`src/rtl/pstt_pkg.sv`:
```
package pstt_pkg;

    localparam int ID_W    = 16;
    localparam int FCNT_W  = 12;
    localparam int SCNT_W  = 7;
    localparam int KIND_W  = 2;
    localparam int REQ_W   = 3;
    localparam int MS_W    = 16;
    localparam int MAXRES  = 32;

    localparam logic [REQ_W-1:0] REQ_TICK20   = 3'd0;
    localparam logic [REQ_W-1:0] REQ_TICK1S   = 3'd1;
    localparam logic [REQ_W-1:0] REQ_REG      = 3'd2;
    localparam logic [REQ_W-1:0] REQ_UNREG    = 3'd3;
    localparam logic [REQ_W-1:0] REQ_RESET    = 3'd4;
    localparam logic [REQ_W-1:0] REQ_REG_RT   = 3'd5;
    localparam logic [REQ_W-1:0] REQ_UNREG_RT = 3'd6;
    localparam logic [REQ_W-1:0] REQ_RESET_RT = 3'd7;

    localparam logic [KIND_W-1:0] EV_ACK     = 2'd0;
    localparam logic [KIND_W-1:0] EV_POSTED  = 2'd1;
    localparam logic [KIND_W-1:0] EV_RT      = 2'd2;

    // Operation applied by a cell to the slot passing through it
    localparam logic [2:0] OP_NONE  = 3'd0;
    localparam logic [2:0] OP_TICK  = 3'd1;
    localparam logic [2:0] OP_WRITE = 3'd2;
    localparam logic [2:0] OP_CLRID = 3'd3;
    localparam logic [2:0] OP_CLRCT = 3'd4;

    typedef struct packed {
        logic [ID_W-1:0]   id;
        logic [FCNT_W-1:0] count;
        logic [FCNT_W-1:0] period;
    } slot_t;

    typedef struct packed {
        logic [2:0]        op;
        logic [FCNT_W-1:0] cmax;
        logic [FCNT_W-1:0] period;
        logic [ID_W-1:0]   id;
        logic              hit;
    } cell_ctl_t;

endpackage

```
`src/rtl/pstt_cell.sv`:
```
module pstt_cell
(
    input  logic                clk,
    input  logic                rst_n,
    input  logic                shift,
    input  pstt_pkg::cell_ctl_t ctl,
    input  pstt_pkg::slot_t     in_slot,
    output pstt_pkg::slot_t     out_slot,
    output logic                fire
);

    pstt_pkg::slot_t slot_reg;
    pstt_pkg::slot_t slot_next;
    logic [pstt_pkg::FCNT_W-1:0] cnt_inc;

    assign out_slot = slot_reg;

    // Work on the head slot and pass it back into the tail of the ring
    always_comb
    begin
        slot_next = in_slot;
        cnt_inc   = (in_slot.count < ctl.cmax) ? in_slot.count + 1'b1 : in_slot.count;
        fire      = 1'b0;
        case (ctl.op)
            pstt_pkg::OP_TICK:
            begin
                if (in_slot.id != '0)
                begin
                    if (cnt_inc >= in_slot.period)
                    begin
                        fire            = 1'b1;
                        slot_next.count = '0;
                    end
                    else
                    begin
                        slot_next.count = cnt_inc;
                    end
                end
            end
            pstt_pkg::OP_WRITE:
            begin
                if (ctl.hit)
                begin
                    slot_next.id     = ctl.id;
                    slot_next.count  = '0;
                    slot_next.period = ctl.period;
                end
            end
            pstt_pkg::OP_CLRID:
            begin
                if (ctl.hit)
                    slot_next.id = '0;
            end
            pstt_pkg::OP_CLRCT:
            begin
                if (ctl.hit)
                    slot_next.count = '0;
            end
            default:
            begin
            end
        endcase
    end

    always_ff @(posedge clk or negedge rst_n)
    begin
        if (!rst_n)
            slot_reg <= '0;
        else if (shift)
            slot_reg <= slot_next;
    end

endmodule

```
`src/rtl/pstt_ring.sv`:
```
module pstt_ring
#(
    parameter int SLOTS = 16
)
(
    input  logic                clk,
    input  logic                rst_n,
    input  logic                shift,
    input  pstt_pkg::cell_ctl_t ctl,
    output pstt_pkg::slot_t     head,
    output logic                fire
);

    pstt_pkg::slot_t chain [SLOTS];
    logic            unused_fire [SLOTS];

    // The last cell takes the head slot and operates on it; other cells only rotate
    genvar g;
    generate
        for (g = 0; g < SLOTS; g++)
        begin : g_cell
            pstt_pkg::cell_ctl_t c;
            assign c = (g == SLOTS - 1) ? ctl : '0;
            pstt_cell u_cell
            (
                .clk      (clk),
                .rst_n    (rst_n),
                .shift    (shift),
                .ctl      (c),
                .in_slot  (chain[(g + 1) % SLOTS]),
                .out_slot (chain[g]),
                .fire     (unused_fire[g])
            );
        end
    endgenerate

    assign head = chain[0];
    assign fire = unused_fire[SLOTS - 1];

endmodule

```
`src/rtl/periodic_software_timer_table.sv`:
```
// One item is accepted only while idle and is worked on alone, one slot a cycle.
// A 20 ms tick walks the fast ring then the real-time ring; a 1 s tick walks the slow ring
// once, then the drain and wait states lead back to idle. Requests walk a search pass then
// an update pass, searching the fast ring too when unregister or reset misses the slow ring,
// then pass the ack and wait states; id 0 goes straight to the ack. A pending fire holds the
// ring while the output stalls. Reset empties all slots and clears every count and period.
module periodic_software_timer_table
#(
    parameter int SLOTS   = 16,
    parameter int TICK_MS = 20
)
(
    input  logic        clk,
    input  logic        rst_n,
    input  logic        s_tvalid,
    output logic        s_tready,
    input  logic [31:0] s_tdata,   // handler_id, period_ms
    input  logic [2:0]  s_tuser,   // req_type
    output logic        m_tvalid,
    input  logic        m_tready,
    output logic [23:0] m_tdata,   // fired_id, slot_index, ok
    output logic [1:0]  m_tuser,   // event_kind
    output logic        m_tlast
);

    localparam int SW = (SLOTS > 1) ? $clog2(SLOTS) : 1;
    localparam int FAST_MAX = 4095;
    localparam int SLOW_MAX = 127;

    // Reciprocal constants: the rounded sums stay below 2**17
    localparam int     RND_K = 17 + $clog2(TICK_MS);
    localparam longint RND_M = ((longint'(1) << RND_K) + longint'(TICK_MS) - 1) /
                               longint'(TICK_MS);
    localparam int     SEC_K = 27;
    localparam longint SEC_M = ((longint'(1) << SEC_K) + 999) / 1000;

    localparam logic [2:0] ST_IDLE   = 3'd0;
    localparam logic [2:0] ST_WALK   = 3'd1;
    localparam logic [2:0] ST_WAIT   = 3'd2;
    localparam logic [2:0] ST_ACK    = 3'd3;
    localparam logic [2:0] ST_DRAIN  = 3'd4;

    // Ring select
    localparam logic [1:0] R_FAST = 2'd0;
    localparam logic [1:0] R_SLOW = 2'd1;
    localparam logic [1:0] R_RT   = 2'd2;

    logic [2:0]  state_reg, state_next;
    logic [2:0]  req_reg;
    logic [15:0] id_reg;
    logic [11:0] per_reg;
    logic [1:0]  ring_reg, ring_next;
    logic        pass_reg, pass_next;       // 0 search, 1 update
    logic [SW-1:0] pos_reg, pos_next;
    logic        found_reg, found_next;
    logic [SW-1:0] hit_reg, hit_next;
    logic        efound_reg, efound_next;
    logic [SW-1:0] empty_reg, empty_next;
    logic [5:0]  nres_reg, nres_next;

    // Pending fire held one item deep; the ring stalls while it cannot be passed on
    logic        pend_reg;
    logic [1:0]  pend_kind_reg;
    logic [15:0] pend_id_reg;
    logic [3:0]  pend_slot_reg;

    logic        ov_reg;
    logic [1:0]  ov_kind_reg;
    logic [15:0] ov_id_reg;
    logic [3:0]  ov_slot_reg;
    logic        ov_ok_reg;
    logic        ov_last_reg;

    pstt_pkg::cell_ctl_t ctl_f, ctl_s, ctl_r, ctl;
    pstt_pkg::slot_t     head_f, head_s, head_r, head;
    logic                fire_f, fire_s, fire_r, fire;
    logic                sh_f, sh_s, sh_r, step;
    logic                out_free;
    logic                take, drain_take, ack_take, ov_load;

    logic [15:0] in_id, in_ms;
    logic [16:0] fsum;
    logic [34:0] fprod;
    logic [16:0] fq;
    logic [16:0] ssum;
    logic [34:0] sprod;
    logic [16:0] sqq;
    logic [6:0]  sq;
    logic [11:0] fper, sper;

    assign in_id = s_tdata[15:0];
    assign in_ms = s_tdata[31:16];

    // Period rounding by reciprocal multiplication
    assign fsum  = {1'b0, in_ms} + 17'(TICK_MS / 2);
    assign fprod = {18'd0, fsum} * 35'(RND_M);
    assign fq    = 17'(fprod >> RND_K);
    assign fper  = (fq > 17'(FAST_MAX)) ? 12'(FAST_MAX) : fq[11:0];

    assign ssum  = {1'b0, in_ms} + 17'd500;
    assign sprod = {18'd0, ssum} * 35'(SEC_M);
    assign sqq   = 17'(sprod >> SEC_K);
    assign sq    = (sqq > 17'(SLOW_MAX)) ? 7'(SLOW_MAX) : sqq[6:0];
    assign sper  = {5'd0, sq};

    assign s_tready = (state_reg == ST_IDLE) && !ov_reg;
    assign out_free = !ov_reg || m_tready;

    assign m_tvalid = ov_reg;
    assign m_tuser  = ov_kind_reg;
    assign m_tlast  = ov_last_reg;
    assign m_tdata  = {3'd0, ov_ok_reg, ov_slot_reg, ov_id_reg};

    always_comb
    begin
        case (ring_reg)
            R_SLOW:  head = head_s;
            R_RT:    head = head_r;
            default: head = head_f;
        endcase
        case (ring_reg)
            R_SLOW:  fire = fire_s;
            R_RT:    fire = fire_r;
            default: fire = fire_f;
        endcase
    end

    // Control for the working cell of the active ring
    always_comb
    begin
        logic tick;
        logic [SW-1:0] p;
        tick   = (req_reg == pstt_pkg::REQ_TICK20) || (req_reg == pstt_pkg::REQ_TICK1S);
        p      = pos_reg;
        ctl    = '0;
        ctl.id = id_reg;
        ctl.period = per_reg;
        ctl.cmax   = (ring_reg == R_SLOW) ? 12'(SLOW_MAX) : 12'(FAST_MAX);
        if (state_reg == ST_WALK)
        begin
            if (tick)
            begin
                ctl.op = pstt_pkg::OP_TICK;
            end
            else if (pass_reg)
            begin
                case (req_reg)
                    pstt_pkg::REQ_REG, pstt_pkg::REQ_REG_RT:
                    begin
                        ctl.op  = pstt_pkg::OP_WRITE;
                        ctl.hit = found_reg ? (p == hit_reg) : (efound_reg && p == empty_reg);
                    end
                    pstt_pkg::REQ_UNREG, pstt_pkg::REQ_UNREG_RT:
                    begin
                        ctl.op  = pstt_pkg::OP_CLRID;
                        ctl.hit = found_reg && (p == hit_reg);
                    end
                    default:
                    begin
                        ctl.op  = pstt_pkg::OP_CLRCT;
                        ctl.hit = found_reg && (p == hit_reg);
                    end
                endcase
            end
        end
    end

    // Advance the ring unless a held fire cannot move on to the output
    assign step  = (state_reg == ST_WALK) && (!pend_reg || out_free);
    assign ctl_f = (ring_reg == R_FAST) ? ctl : '0;
    assign ctl_s = (ring_reg == R_SLOW) ? ctl : '0;
    assign ctl_r = (ring_reg == R_RT)   ? ctl : '0;
    assign sh_f  = step && (ring_reg == R_FAST);
    assign sh_s  = step && (ring_reg == R_SLOW);
    assign sh_r  = step && (ring_reg == R_RT);

    assign take       = step && fire && (nres_reg != 6'(pstt_pkg::MAXRES)) &&
                        (req_reg == pstt_pkg::REQ_TICK20 || req_reg == pstt_pkg::REQ_TICK1S);
    assign drain_take = (state_reg == ST_DRAIN) && pend_reg && out_free;
    assign ack_take   = (state_reg == ST_ACK) && out_free;
    assign ov_load    = (take && pend_reg) || drain_take || ack_take;

    pstt_ring #(.SLOTS(SLOTS)) u_fast
    (
        .clk(clk), .rst_n(rst_n), .shift(sh_f), .ctl(ctl_f), .head(head_f), .fire(fire_f)
    );
    pstt_ring #(.SLOTS(SLOTS)) u_slow
    (
        .clk(clk), .rst_n(rst_n), .shift(sh_s), .ctl(ctl_s), .head(head_s), .fire(fire_s)
    );
    pstt_ring #(.SLOTS(SLOTS)) u_rt
    (
        .clk(clk), .rst_n(rst_n), .shift(sh_r), .ctl(ctl_r), .head(head_r), .fire(fire_r)
    );

    // Sequencer
    always_comb
    begin
        logic tick;
        logic wrap;
        logic [SW-1:0] p;
        tick        = (req_reg == pstt_pkg::REQ_TICK20) || (req_reg == pstt_pkg::REQ_TICK1S);
        p           = pos_reg;
        wrap        = (pos_reg == SW'(SLOTS - 1));
        state_next  = state_reg;
        ring_next   = ring_reg;
        pass_next   = pass_reg;
        pos_next    = pos_reg;
        found_next  = found_reg;
        hit_next    = hit_reg;
        efound_next = efound_reg;
        empty_next  = empty_reg;
        nres_next   = nres_reg;
        case (state_reg)
            ST_IDLE:
            begin
            end
            ST_WALK:
            begin
                if (step)
                begin
                    pos_next = wrap ? '0 : pos_reg + 1'b1;
                    if (!tick && !pass_reg)
                    begin
                        if (!found_reg && head.id == id_reg)
                        begin
                            found_next = 1'b1;
                            hit_next   = p;
                        end
                        if (!efound_reg && head.id == '0)
                        begin
                            efound_next = 1'b1;
                            empty_next  = p;
                        end
                    end
                    if (take)
                        nres_next = nres_reg + 1'b1;
                    if (wrap)
                    begin
                        if (tick)
                        begin
                            if (ring_reg == R_FAST)
                                ring_next = R_RT;
                            else
                                state_next = ST_DRAIN;
                        end
                        else if (!pass_reg)
                        begin
                            if ((req_reg == pstt_pkg::REQ_UNREG ||
                                 req_reg == pstt_pkg::REQ_RESET) &&
                                ring_reg == R_SLOW && !found_next)
                            begin
                                ring_next   = R_FAST;
                            end
                            else
                            begin
                                pass_next = 1'b1;
                            end
                        end
                        else
                        begin
                            state_next = ST_ACK;
                        end
                    end
                end
            end
            ST_DRAIN:
            begin
                if (!pend_reg)
                    state_next = ST_WAIT;
            end
            ST_ACK:
            begin
                if (out_free)
                    state_next = ST_WAIT;
            end
            ST_WAIT:
            begin
                if (out_free)
                    state_next = ST_IDLE;
            end
            default:
            begin
                state_next = state_reg;
            end
        endcase
        if (s_tvalid && s_tready)
        begin
            state_next  = ST_WALK;
            pass_next   = 1'b0;
            pos_next    = '0;
            found_next  = 1'b0;
            efound_next = 1'b0;
            hit_next    = '0;
            empty_next  = '0;
            nres_next   = '0;
            case (s_tuser)
                pstt_pkg::REQ_TICK20:   ring_next = R_FAST;
                pstt_pkg::REQ_TICK1S:   ring_next = R_SLOW;
                pstt_pkg::REQ_REG:      ring_next = (in_ms >= 16'd1000) ? R_SLOW : R_FAST;
                pstt_pkg::REQ_UNREG, pstt_pkg::REQ_RESET: ring_next = R_SLOW;
                default:                ring_next = R_RT;
            endcase
            if (s_tuser != pstt_pkg::REQ_TICK20 && s_tuser != pstt_pkg::REQ_TICK1S &&
                in_id == '0)
                state_next = ST_ACK;
        end
    end

    always_ff @(posedge clk or negedge rst_n)
    begin
        if (!rst_n)
        begin
            state_reg  <= ST_IDLE;
            ring_reg   <= R_FAST;
            pass_reg   <= 1'b0;
            pos_reg    <= '0;
            found_reg  <= 1'b0;
            hit_reg    <= '0;
            efound_reg <= 1'b0;
            empty_reg  <= '0;
            nres_reg   <= '0;
            pend_reg   <= 1'b0;
            ov_reg     <= 1'b0;
        end
        else
        begin
            ring_reg   <= ring_next;
            pass_reg   <= pass_next;
            pos_reg    <= pos_next;
            found_reg  <= found_next;
            hit_reg    <= hit_next;
            efound_reg <= efound_next;
            empty_reg  <= empty_next;
            nres_reg   <= nres_next;
            state_reg  <= state_next;
            if (ov_load)
                ov_reg <= 1'b1;
            else if (m_tready)
                ov_reg <= 1'b0;
            // Hold one fire back so the final one can be flagged last
            if (take)
                pend_reg <= 1'b1;
            else if (drain_take)
                pend_reg <= 1'b0;
        end
    end

    // Request and output stage data
    always_ff @(posedge clk)
    begin
        if (s_tvalid && s_tready)
        begin
            req_reg     <= s_tuser;
            id_reg      <= in_id;
            per_reg     <= (s_tuser == pstt_pkg::REQ_REG && in_ms >= 16'd1000) ? sper : fper;
        end
        if (take)
        begin
            pend_kind_reg <= (ring_reg == R_RT) ? pstt_pkg::EV_RT : pstt_pkg::EV_POSTED;
            pend_id_reg   <= head.id;
            pend_slot_reg <= 4'(pos_reg);
            if (pend_reg)
            begin
                ov_kind_reg <= pend_kind_reg;
                ov_id_reg   <= pend_id_reg;
                ov_slot_reg <= pend_slot_reg;
                ov_ok_reg   <= 1'b1;
                ov_last_reg <= 1'b0;
            end
        end
        else if (drain_take)
        begin
            ov_kind_reg <= pend_kind_reg;
            ov_id_reg   <= pend_id_reg;
            ov_slot_reg <= pend_slot_reg;
            ov_ok_reg   <= 1'b1;
            ov_last_reg <= 1'b1;
        end
        else if (ack_take)
        begin
            ov_kind_reg <= pstt_pkg::EV_ACK;
            ov_id_reg   <= id_reg;
            ov_ok_reg   <= (id_reg != '0) && (found_reg ||
                           ((req_reg == pstt_pkg::REQ_REG || req_reg == pstt_pkg::REQ_REG_RT)
                            && efound_reg));
            ov_slot_reg <= (id_reg == '0) ? 4'd0 : found_reg ? 4'(hit_reg) :
                           ((req_reg == pstt_pkg::REQ_REG || req_reg == pstt_pkg::REQ_REG_RT)
                            && efound_reg) ? 4'(empty_reg) : 4'd0;
            ov_last_reg <= 1'b1;
        end
    end

endmodule
```
`config.mk`:
```
export PLATFORM = sky130hd
export DESIGN_NAME = periodic_software_timer_table
export DESIGN_NICKNAME = d
export VERILOG_FILES = /design/src/rtl/pstt_pkg.sv /design/src/rtl/pstt_cell.sv /design/src/rtl/pstt_ring.sv /design/src/rtl/periodic_software_timer_table.sv
export SDC_FILE = /design/constraint.sdc
export NUM_CORES = 2
export LEC_CHECK = 0
export BUFFER_PORTS_ARGS = -buffer_cell sky130_fd_sc_hd__buf_2
export CORE_MARGIN = 1
export CORE_UTILIZATION = 31
export DETAILED_ROUTE_END_ITERATION = 8
export PLACE_DENSITY_LB_ADDON = 0.05
export SLEW_MARGIN = 20
export SYNTH_ARGS = -nofsm -noshare
export SYNTH_HDL_FRONTEND = slang
export SYNTH_SLANG_ARGS = --single-unit
```
`constraint.sdc`:
```
create_clock -name clk -period 8.6 [get_ports clk]
set_input_delay 1.72 -clock clk [delete_from_list [all_inputs] [get_ports clk]]
set_output_delay 1.72 -clock clk [all_outputs]
set_load 0.01 [all_outputs]
```
==> impl_summary.md <==
Status
The flow ran to the end, and the final reports show no timing, DRC or antenna violations.

Critical path
Together, buffers and inverters on the worst path number 5. The endpoint arrival time on the critical path is 8.38 ns. The worst register-to-register path has a depth of 18.

The cell family contributing the most delay on the critical path is adder cells. The worst setup path is of the input port to register kind. The worst-path maximum fanout is 7. STA puts the critical path data required time at 9.28 ns. The critical path crosses 24 cells after its start point. The kind of end point of the critical path is a register. The delay of the slowest critical-path stage is 0.57 ns. The critical-path cell with the highest stage delay is sky130_fd_sc_hd__or4_1. The most used cell along the critical path is sky130_fd_sc_hd__fa_1. The signal on the critical path passes through buf_2, buf_4, or4_1, a211o_1, and3_1, nor2b_1, xnor2_2, inv_1, ha_1, inv_1, fa_1, fa_1, fa_1, inv_1, fa_1, ha_1, and4_1, and3_1, o211ai_1, a21oi_1, o21ai_0, a21o_1, o21ai_0, o22a_1.

The worst register-to-register path has a setup slack of 1.87 ns. The worst setup path is launched from an input port.

CTS
Clock tree synthesis selected as its root buffer the cell sky130_fd_sc_hd__clkbuf_16. The number of setup buffers added after CTS is 0. The maximum root-to-sink buffer count is 4. Clock latency on the worst-skew pair, taken at its later pin, is 0.89 ns.

The depth of the CTS H-tree is 4. In this run, CTS created clock tree buffers numbering 234. TritonCTS built the clock tree.

CTS saw 2025 sinks. After clock tree synthesis, the repair step resized 0 gates. The hold buffer count at CTS is 0.

Clock-pin slew was measured on the worst setup and hold paths at 0.06 ns.

Place
Summed over all nets, the half-perimeter wirelength after detailed placement is 151 mm. The setup slack after placement is -0.0424 ns. The number of I/O port buffers is 64. Once placement finished, the instance area stood at 94100 µm². Once placement completed, the tool counted placed cells totaling 13509. The congestion estimate from routability-driven global placement came to 0.796.

Synthesis
The part of the Yosys area used for sequential elements is 57.2%. The count of flip-flops with a built-in enable after synthesis is 77. A synthesized cell averages 8.93 µm². Summed over all instances, the cell type with the most area after synthesis is sky130_fd_sc_hd__dfrtp_1. The cell area after synthesis is 89300 µm². The fraction of post-synthesis cell area in the top cell type by area is 54.6%. For this run, asynchronously set or reset flops after synthesis account for 96.2%. In this run, synthesis produced a sequential element count of 2025. The library cell with the highest instance count after synthesis is sky130_fd_sc_hd__nand2_1. After synthesis, the most frequently instantiated cells are sky130_fd_sc_hd__nand2_1, sky130_fd_sc_hd__dfrtp_1, sky130_fd_sc_hd__clkbuf_1.

The number of different library cells used by synthesis comes to 85. By area the synthesized netlist is led by sky130_fd_sc_hd__dfrtp_1, sky130_fd_sc_hd__nand2_1, sky130_fd_sc_hd__ha_1. Among all flip-flop cells after synthesis, the most frequent one is sky130_fd_sc_hd__dfrtp_1. The total of warnings raised by yosys is 0. The count of mapped cells out of synthesis is 10002.

Finish
The number of nets in the layout is 10492. The number of non-filler instances in the completed layout is 13946. The finished cells cover 102000 µm². The area growth from synthesis to layout is 14.4%.

The fraction of layout cells with a size suffix above 1 is 6.82%. The share of the core filled with cells is 35.7%. The filler cells instantiated in the layout total 29593.

Power and ir drop
IR analysis of the VDD net gives a maximum drop of 0.000251 V. The power density normalized to cell area is 293 nW/µm². The leakage power is 55.6 nW. Summing internal, switching and leakage power gives 29.9 mW.

Timing
The highest clock frequency the design can meet is 130 MHz. The final number of hold-violating endpoints is 0. The slew at the pin with the worst max-slew slack is 1.14 ns. Clock skew on the completed layout was measured at 0.0925 ns. The count of final setup violators is 0. The final worst slack is 0.896 ns.

The remaining max-slew budget at the tightest pin is 24.2%. The worst path needs 7.70 ns of the cycle, external delays included. Setup repair after global routing left no endpoint under its margin. The max-slew violation count is 0. Dividing the final minimum period by the clock period gives 89.6%.

Route
In this run, the number of DRC markers left after iteration 0 of detailed routing was 4151. After detailed routing, the average wire length per cell comes to 17.0 µm. The vias after detailed routing is 63082. In the routed layout, each cell is associated on average with a via count of 4.52.

Summed over all layers, the routed wires come to 237 mm. The post-route antenna net violation count is 0. In the routed design, unresolved DRC markers number 0.

The pre-antenna-repair detailed-routing pass consisted of 6 iterations.

Global route
The total routing usage reported by global routing is 16.4%. The pin count of the biggest net entering global routing is 222. The number of antenna violations at the first check in global routing is 8.

The via count of the first global-routing pass is 64328. The final global-route overflow total is 0. The global-route wire length before repair is 383 mm.

Job
The max-cap check violation count is 0.

Worst hold path
The min-delay analysis places its worst path in the category register to register. The worst hold path was traced through 2 stages.

Floorplanning
The width of the die is 539 µm. The area of the die is 290000 µm². The floorplan die height is 539 µm.

The number of placement rows is 196. The number of placed I/O pins is 68. The floorplan step defined a core boundary enclosing 286000 µm². For this configuration, the core starts out at a cell density of 31.2%.
-- path summary, 6_finish.rpt --
| check | from | end |
|---|---|---|
| worst min register to register | u_fast.g_cell[10].u_cell.out_slot[7] | u_fast.g_cell[9].u_cell.out_slot[7] |
| max in group asynchronous | rst_n | u_rt.g_cell[6].u_cell.out_slot[18] |
| worst min-delay path | u_fast.g_cell[10].u_cell.out_slot[7] | u_fast.g_cell[9].u_cell.out_slot[7] |
| worst max-delay path | s_tdata[22] | per_reg[3] |
| worst max register to register | ring_reg[0] | ov_id_reg[13] |
| min in group asynchronous | rst_n | u_slow.g_cell[10].u_cell.out_slot[23] |
-- cell families (layout without fill, tap and decap cells) --
group | after synthesis | after routing | synth area share (%)
AO/OA/AOI/OAI | 567 | 567 | 4.08
XOR/XNOR | 129 | 129 | 1.27
adder cells (fa/ha/maj) | 470 | 470 | 7.62
buffers and inverters | 854 | 1032 | 3.70
flip-flops | 2025 | 2025 | 57.2
multiplexers | 55 | 55 | 0.651
other | 1 | 5 | 0.00420
AND/OR/NAND/NOR | 5901 | 5901 | 25.5
-- cell type report --
class	count	area, µm²	share of cell area, %
Inverter	348	1310	1.28
Timing Repair Buffer	249	2010	1.96
Sequential cell	2025	51100	50.0
Clock buffer	347	6920	6.77
Clock inverter	88	1100	1.07
Multi-Input combinational cell	7125	35000	34.3
Antenna cell	2	5.00	0.00490
Tap cell	3762	4710	4.61
-- stage by stage --
step / hold slack [ns] / setup TNS, ns
4_1_cts: 0.383 / 0
3_3_place_gp: 0.446 / -0.0546
3_5_place_dp: 0.447 / -0.0424
2_1_floorplan: 0.423 / 0
5_1_grt: 0.410 / 0
6_report: 0.388 / 0
-- layout by cell type, fill, tap and decap left out, types with 15 or more instances in the layout --
cell | Yosys | layout
sky130_fd_sc_hd__clkbuf_16 | 0 | 238
sky130_fd_sc_hd__nand3_1 | 34 | 34
sky130_fd_sc_hd__mux2_2 | 25 | 25
sky130_fd_sc_hd__bufinv_16 | 0 | 21
sky130_fd_sc_hd__nor3b_1 | 18 | 18
sky130_fd_sc_hd__a221oi_1 | 35 | 35
sky130_fd_sc_hd__clkbuf_8 | 0 | 55
sky130_fd_sc_hd__inv_1 | 348 | 347
sky130_fd_sc_hd__dfrtp_1 | 1948 | 1948
sky130_fd_sc_hd__a21o_1 | 34 | 34
sky130_fd_sc_hd__nor4_1 | 42 | 41
sky130_fd_sc_hd__buf_12 | 0 | 23
sky130_fd_sc_hd__fa_1 | 123 | 123
sky130_fd_sc_hd__edfxtp_1 | 77 | 77
sky130_fd_sc_hd__buf_4 | 7 | 161
sky130_fd_sc_hd__o211ai_1 | 15 | 15
sky130_fd_sc_hd__clkbuf_1 | 442 | 54
sky130_fd_sc_hd__and3_1 | 18 | 18
sky130_fd_sc_hd__xor2_1 | 52 | 52
sky130_fd_sc_hd__mux2i_1 | 30 | 30
sky130_fd_sc_hd__nand2_1 | 5469 | 5466
sky130_fd_sc_hd__nand4_1 | 27 | 27
sky130_fd_sc_hd__buf_2 | 47 | 63
sky130_fd_sc_hd__a22oi_1 | 17 | 17
sky130_fd_sc_hd__nor2_1 | 182 | 179
sky130_fd_sc_hd__a21oi_1 | 159 | 159
sky130_fd_sc_hd__o21ai_0 | 164 | 163
sky130_fd_sc_hd__clkinv_2 | 0 | 50
sky130_fd_sc_hd__xnor2_1 | 76 | 76
sky130_fd_sc_hd__nor3_1 | 33 | 33
sky130_fd_sc_hd__ha_1 | 347 | 347
-- worst reg2reg max path, stage by stage, from the launching register on --
cell,delay (ns)
sky130_fd_sc_hd__dfrtp_1,0.38
sky130_fd_sc_hd__inv_1,0.08
sky130_fd_sc_hd__ha_1,0.21
sky130_fd_sc_hd__inv_1,0.45
sky130_fd_sc_hd__ha_1,0.37
sky130_fd_sc_hd__a21oi_1,0.13
sky130_fd_sc_hd__nor2b_1,0.07
sky130_fd_sc_hd__nor4_1,0.35
sky130_fd_sc_hd__o21ai_1,0.26
sky130_fd_sc_hd__a2111oi_0,0.94
sky130_fd_sc_hd__xor2_1,0.20
sky130_fd_sc_hd__ha_1,0.36
sky130_fd_sc_hd__a21oi_1,0.20
sky130_fd_sc_hd__o211ai_1,0.12
sky130_fd_sc_hd__a211oi_1,0.49
sky130_fd_sc_hd__nor4_1,0.21
sky130_fd_sc_hd__or3_4,0.39
sky130_fd_sc_hd__a21oi_4,0.78
sky130_fd_sc_hd__mux2_2,0.43
-- where the power goes --
part,switching [mW],internal (mW)
combinational,5.48,3.00
sequential,0.580,10.5
clock,4.17,6.19
-- layer usage --
metal	track usage, %	share of wire [%]
met5	0	0.018
met4	3.96	2.1
met3	1.96	2.8
met2	26.0	45
met1	23.7	50
(Power assumes the default switching activity.)
